[config.mk]
export PLATFORM = sky130hd
export DESIGN_NAME = dvrt_store
export DESIGN_NICKNAME = d
export VERILOG_FILES = /design/src/dvrt_pkg.sv /design/src/dvrt_store.sv
export SDC_FILE = /design/constraint.sdc
export NUM_CORES = 2
export LEC_CHECK = 0
export ABC_CLOCK_PERIOD_IN_PS = 3750
export BUFFER_PORTS_ARGS = -buffer_cell sky130_fd_sc_hd__buf_2
export CAP_MARGIN = 10
export CORE_MARGIN = 5
export CORE_UTILIZATION = 62
export CTS_BUF_LIST = sky130_fd_sc_hd__clkbuf_16
export DETAILED_ROUTE_END_ITERATION = 10
export HOLD_SLACK_MARGIN = 0.05
export PLACE_DENSITY = 0.79
export SYNTH_ARGS = -nofsm -noshare
export SYNTH_HDL_FRONTEND = slang
export SYNTH_SLANG_ARGS = --single-unit
[constraint.sdc]
create_clock -name clk_i -period 3.75 [get_ports clk_i]
set_clock_uncertainty 0.1 [all_clocks]
set_input_delay 1.125 -clock clk_i [delete_from_list [all_inputs] [get_ports clk_i]]
set_output_delay 1.125 -clock clk_i [all_outputs]
set_load 0.01 [all_outputs]
[src/dvrt_pkg.sv]
// Package for the distance-vector route table: item kinds, field widths and
// the result record. No dependencies.
`default_nettype none
package dvrt_pkg;
  localparam int unsigned AddrW = 32;
  localparam int unsigned LenW = 6;
  localparam int unsigned DistW = 32;
  localparam int unsigned MissW = 4;
  localparam int unsigned CfgIdxW = 1;
  localparam int unsigned CfgDataW = 32;
  localparam logic [MissW-1:0] MissSaturate = 4'd15;
  localparam logic [CfgIdxW-1:0] CfgInfinity = 1'b0;
  localparam logic [CfgIdxW-1:0] CfgMissLimit = 1'b1;

  typedef enum logic [1:0] {
    ModeLoad = 2'd0,
    ModeAdvert = 2'd1,
    ModeTick = 2'd2,
    ModeNone = 2'd3
  } mode_e;

  typedef enum logic [2:0] {
    StIdle,
    StScan,
    StWrite,
    StTick,
    StFull
  } state_e;

  typedef struct packed {
    logic [1:0] mode;
    logic [AddrW-1:0] network;
    logic [LenW-1:0] prefix_len;
    logic [DistW-1:0] distance;
    logic [AddrW-1:0] next_hop;
  } req_t;

  typedef struct packed {
    logic status;
    logic [AddrW-1:0] route_net;
    logic [LenW-1:0] route_len;
    logic [DistW-1:0] route_dist;
    logic [AddrW-1:0] route_via;
    logic is_unreachable;
    logic last;
  } rsp_t;
endpackage
`default_nettype wire

[src/dvrt_store.sv]
// Route store: one synchronous memory holding key, distance and next hop,
// plus per-entry valid, miss and seen flags in flip-flops. Uses dvrt_pkg.
`default_nettype none
module dvrt_store #(
  parameter int unsigned Depth = 32,
  parameter int unsigned IdxW = 5
) (
  input  wire logic clk_i,
  input  wire logic rst_ni,
  input  wire logic [IdxW-1:0] rd_idx_i,
  output logic [dvrt_pkg::AddrW+dvrt_pkg::LenW+dvrt_pkg::DistW+dvrt_pkg::AddrW-1:0] rd_data_o,
  input  wire logic wr_en_i,
  input  wire logic [IdxW-1:0] wr_idx_i,
  input  wire logic [dvrt_pkg::AddrW+dvrt_pkg::LenW+dvrt_pkg::DistW+dvrt_pkg::AddrW-1:0] wr_data_i,
  input  wire logic flag_we_i,
  input  wire logic [IdxW-1:0] flag_idx_i,
  input  wire logic valid_d_i,
  input  wire logic [dvrt_pkg::MissW-1:0] miss_d_i,
  input  wire logic seen_d_i,
  output logic [Depth-1:0] valid_o,
  output logic [Depth-1:0] seen_o,
  output logic [dvrt_pkg::MissW-1:0] miss_o
);
  import dvrt_pkg::*;
  localparam int unsigned EntW = AddrW + LenW + DistW + AddrW;

  logic [EntW-1:0] mem [Depth];
  logic [Depth-1:0] valid_q, seen_q;
  logic [MissW-1:0] miss_q [Depth];

  always_ff @(posedge clk_i) begin
    if (wr_en_i) begin
      mem[wr_idx_i] <= wr_data_i;
    end
    rd_data_o <= mem[rd_idx_i];
  end

  always_ff @(posedge clk_i or negedge rst_ni) begin
    if (!rst_ni) begin
      valid_q <= '0;
      seen_q <= '0;
      for (int i = 0; i < Depth; i++) miss_q[i] <= '0;
    end else if (flag_we_i) begin
      valid_q[flag_idx_i] <= valid_d_i;
      seen_q[flag_idx_i] <= seen_d_i;
      miss_q[flag_idx_i] <= miss_d_i;
    end
  end

  assign valid_o = valid_q;
  assign seen_o = seen_q;
  assign miss_o = miss_q[flag_idx_i];
endmodule
`default_nettype wire

# Word-level counts from Yosys, hierarchy flattened
# Memory sizes are Yosys's and may differ from the RTL's. A register that Yosys moved wholly into a read port is not among the register bits.
# Index checks and enable logic that the tools add are counted.
# word_totals
register_bits	192
ram_bits	3264
inputBits	127
memories	1
# memory_table
memory	words	width	read_ports	rd_ports_with_merged_regs	write_ports	line_no	source
mem	32	102	1	1	1	dvrt_store.sv:27	logic [EntW-1:0] mem [Depth];
# op_classes
magnitude_cmp	4
muxes	12
n_bitwise	1
n_reduce_logical	2
# op_table
cell	count
bitwise mux 128 bit	1
bitwise mux 32 bit	2
binary-select mux 4 bit (select 5 bit)	1
demux 4 bit (select 5 bit)	1
2-to-1 mux 4 bit	3
>= comparator 6 bit, second input constant	1
less-than comparator 5 x 6 -> 1 bit, second input constant	1
less-than comparator 6 x 1 -> 1 bit, second input constant	1
inverter 5 -> 6 bit	1
demux 1 bit (select 5 bit)	1
>= comparator 5 x 1 -> 1 bit, second input constant	1
2-to-1 mux 1 bit	3
logical AND 1 bit	2

# Logic depth before layout (Yosys ltp)
# logic_depth
depth_word	6
depth_mapped	8
ltp_nobuf	4

# Worst setup path after synthesis
# No wires, ideal clock.
# synth_timing
kind	input-to-reg
startpoint	in wr_idx_i[1]
endpoint	mem mem[12][0] in the netlist's numbering, enable pin
setup_time_ns	0.564
arrival_ns	6.032
required_time_ns	3.086
slack_ns	-2.946
path_stages	3
cell_sequence	or3b_2 clkbuf_1 nor2_1
# synth_lines
item	line_no	source
start, declared	dvrt_store.sv:13	input wire logic [IdxW-1:0] wr_idx_i,
end, declared	dvrt_store.sv:27	
# Straight into the memory's write port.

# Final worst setup path
# layout_timing
startpoint	in flag_idx_i[0]
endpoint	out miss_o[3] in the netlist's numbering
# layout_between
elab_chain_cells	4
# layout_rtl
item	line_no	source
start, declared	dvrt_store.sv:16	input wire logic [IdxW-1:0] flag_idx_i,
inverter 5 -> 6 bit (not written as such)	dvrt_store.sv:52	assign miss_o = miss_q[flag_idx_i];
binary-select mux 4 bit (select 5 bit)	dvrt_store.sv:52	
2-to-1 mux 4 bit (not written as such) (2 in series)	dvrt_store.sv:52	
end, declared	dvrt_store.sv:22	output logic [dvrt_pkg::MissW-1:0] miss_o
# Every way passes these cells. The select of a mux whose other input is x is not followed.

==> results.toml <==
[sta]
drv_slew = 0
fmax_ghz = 0.269
rsz0062_at_grt = "true"
final_hold_viol_count = 0
max-slew-margin-rel_pct = 37.3
holdWs_ps = 139
min_period_over_period_pct = 99.1
fin_crit_ps = 3720
max_slew.worst_pin.slew_ps = 938
setup_viol = 0
tns_ps = 0

[global_routing]
grt_util_met3_pct = 6.94
met1_usage_pct = 42.5
gr-total-overflow = 0
grt_max_degree = 97
antenna_found_initial = 55
grt_pass1_vias = 70400
met2_usage_pct = 53.9
grt-busiest-layer = "met2"
track_usage_pct = 32.7
grt_pass1_wl_um = 517000

[synth]
synth_edf_count = 3264
yosysTopAreaCellShare_pct = 73.8
synth_adder_area_share_pct = 0
synthArstFlopShare_pct = 5.40
synth.distinct_cells = 43
synthTopCellsByCount = "edfxtp_1, mux4_2, o22ai_1, dfrtp_1, mux2_2"
muxShareOfSynthArea_pct = 16.1
post-synth-top-count-cell = "edfxtp_1"
synthFlopType = "edfxtp_1"
syn-num-nets = 5814
syn-cell-area_mm2 = 0.133
yosys_warnings = 0
syn_inst = 5687
synth_top_family_by_area = "multiplexers"
yosys-top-cells-area = "edfxtp_1, mux4_2, dfrtp_1, o22ai_1, mux2_2"
synthSimpleGateAreaFrac_pct = 1.05
ys_seq_elements = 3558
ys_seq_area_share_pct = 78.9
synth_compound_area_share_pct = 2.35
yosys.area.top_type = "edfxtp_1"
synth.avg_cell_area_um2 = 23.4
synth-xor-area-share_pct = 0

[finish]
final_layout_size_suffix_gt1_share_pct = 31.0
finish.utilization_pct = 70.7
area_growth_pct = 13.9
final_cell_count_no_fill = 9464
layout.nets = 6439
fillers = 11500
final_area_mm2 = 0.151

[routing]
drcViolationCount = 0
viasPerCell = 7.17
drt-total-wl_um = 364000
wl_per_cell_um = 38.5
drt-initial-drc-count = 10300
dr.pass1.iters = 8
vias = 67900
ant_nets = 0

[worst_setup_path]
path_buf_inv = 3
crit_arrival_ps = 2490
cp_slowest_cell = "mux4_2"
max_stage_delay_ps = 520
critPathRequiredTime_ps = 2520
worstSetupStartpointType = "input port"
crit_type = "input port to output pin"
crit_family = "multiplexers"
worstSetupEndpointType = "output pin"
cp_max_fo = 6
crit_chain = "buf_12 > buf_6 > mux4_2 > a22oi_1 > nand4_1 > buf_2"

[floorplanning]
fp.dieH_um = 473
die_w_um = 473
rows = 170
pin_count = 297
initial_core_util_pct = 62.1
core_area_mm2 = 0.214
dieArea_mm2 = 0.224

[flow_run]
max-cap-violations = 0

[clock_network]
cts.sinks = 3558
numCtsBuffers = 355
clk_pin_slew_ps = 60
hold_buffers = 0
clk_latency_ps = 970
root_buffer = "clkbuf_16"
h-tree-depth = 5
cts_max_path_buffers = 4
tritoncts = "done"

[power_and_ir_drop]
p_per_area_mw_per_mm2 = 557
total_leakage_power_nw = 49.7
vdd_ir_drop_max_uv = 488

[placement]
io_buffers = 296
hpwl_um = 178000
routabilityCongestion = 0.832
place_area_mm2 = 0.140
dp.cells = 8791

[min_path]
hp-class = "input port to asynchronous set/reset pin"

[run_status]
status = "completed"
[logic make-up after synthesis]
kind of cell,after synthesis
compound gates,472
mux,1094
simple gates,254
buf+inv,309
flops,3558
[metal layers]
layer / vias up / part of all wire (%)
li1: 25700 / -
met5: - / 0.034
met1: 35100 / 32
met2: 5860 / 50
met3: 1174 / 12
met4: 16 / 5.6
[flip-flops by register name, summed over array words and instances, names as in the netlist]
| signal | cells |
|---|---|
| rd_data_o | 102 |
| valid_o | 32 |
| miss_q | 128 |
| mem | 3264 |
| seen_o | 32 |
[worst register-to-register path, stage by stage (launching register included)]
cell      delay (ps)
edfxtp_1         440
mux4_1           610
o22ai_1          250
nor4_1           120
buf_4            150
[worst paths after layout]
kind	end	slack [ps]	cells past startpoint	start
worst max-delay path	miss_o[3]	30	6	flag_idx_i[0]
worst min-delay path	seen_o[6]	140	1	rst_ni
worst max register to register	rd_data_o[8]	1990	4	mem[25][8]
worst min register to register	seen_o[10]	400	1	seen_o[10]
max in group asynchronous	miss_q[55]	2630	2	rst_ni
min in group clk_i	seen_o[10]	400	1	seen_o[10]
[cells in the final DEF, fill, tap and decap left out, drive strengths merged, types with 2 or more instances in the layout]
cell      synthesis  routed
and2              6       6
mux2i           108     108
nand2            22      22
bufinv            0      37
clkinvlp          0       9
nand4            12      12
o221ai           14      14
dfrtp           192     192
nor4             81      81
a22oi            70      70
clkinv            0     134
nand3            24      24
nor2             71      71
clkbuf           55     363
and3b             2       2
or3               5       5
inv               0      90
nand2b            5       5
buf             254     576
a211oi           14      14
mux2            192     192
dfxtp           102     102
edfxtp         3264    3264
and3              2       2
mux4            794     794
or2               2       2
nor2b             7       7
or3b              4       4
nand3b            9       9
diode             0      39
a21oi            20      20
o22ai           352     352
[metrics by stage]
stage          total power [mW]  setup WS, ps
5_1_grt                    86.6          3.08
6_report                   84.2          34.1
3_3_place_gp               49.9          -172
2_1_floorplan              48.0         -1130
3_5_place_dp               50.1          -139
4_1_cts                    84.4          6.31
[cell type report]
| class | count | area [um2] | share of cell area (%) |
|---|---|---|---|
| flip-flops and latches | 3558 | 105000 | 69.3 |
| clock inverters | 270 | 2150 | 1.42 |
| clock buffers | 362 | 9060 | 5.98 |
| well taps | 2838 | 3550 | 2.35 |
| repair buffers | 577 | 5350 | 3.54 |
| multi-input cells | 1820 | 26300 | 17.4 |
| diodes | 39 | 97.6 | 0.0645 |
[what timing repair did]
action | in CTS | in global routing
cloned | 1 | 1
pin swaps | 3 | 5
resized for setup | 12 | 9
endpoints found under the setup margin | 4 | 4
buffers inserted | 0 | 0
[power by group]
| part | switching (mW) | total (mW) | internal (mW) |
|---|---|---|---|
| sequential | 0.568 | 44.9 | 44.3 |
| clock | 14.8 | 34.8 | 20.0 |
| combinational | 2.61 | 4.55 | 1.94 |
| total | 18.0 | 84.2 | 66.2 |
Power figures use the tool's default switching activity.
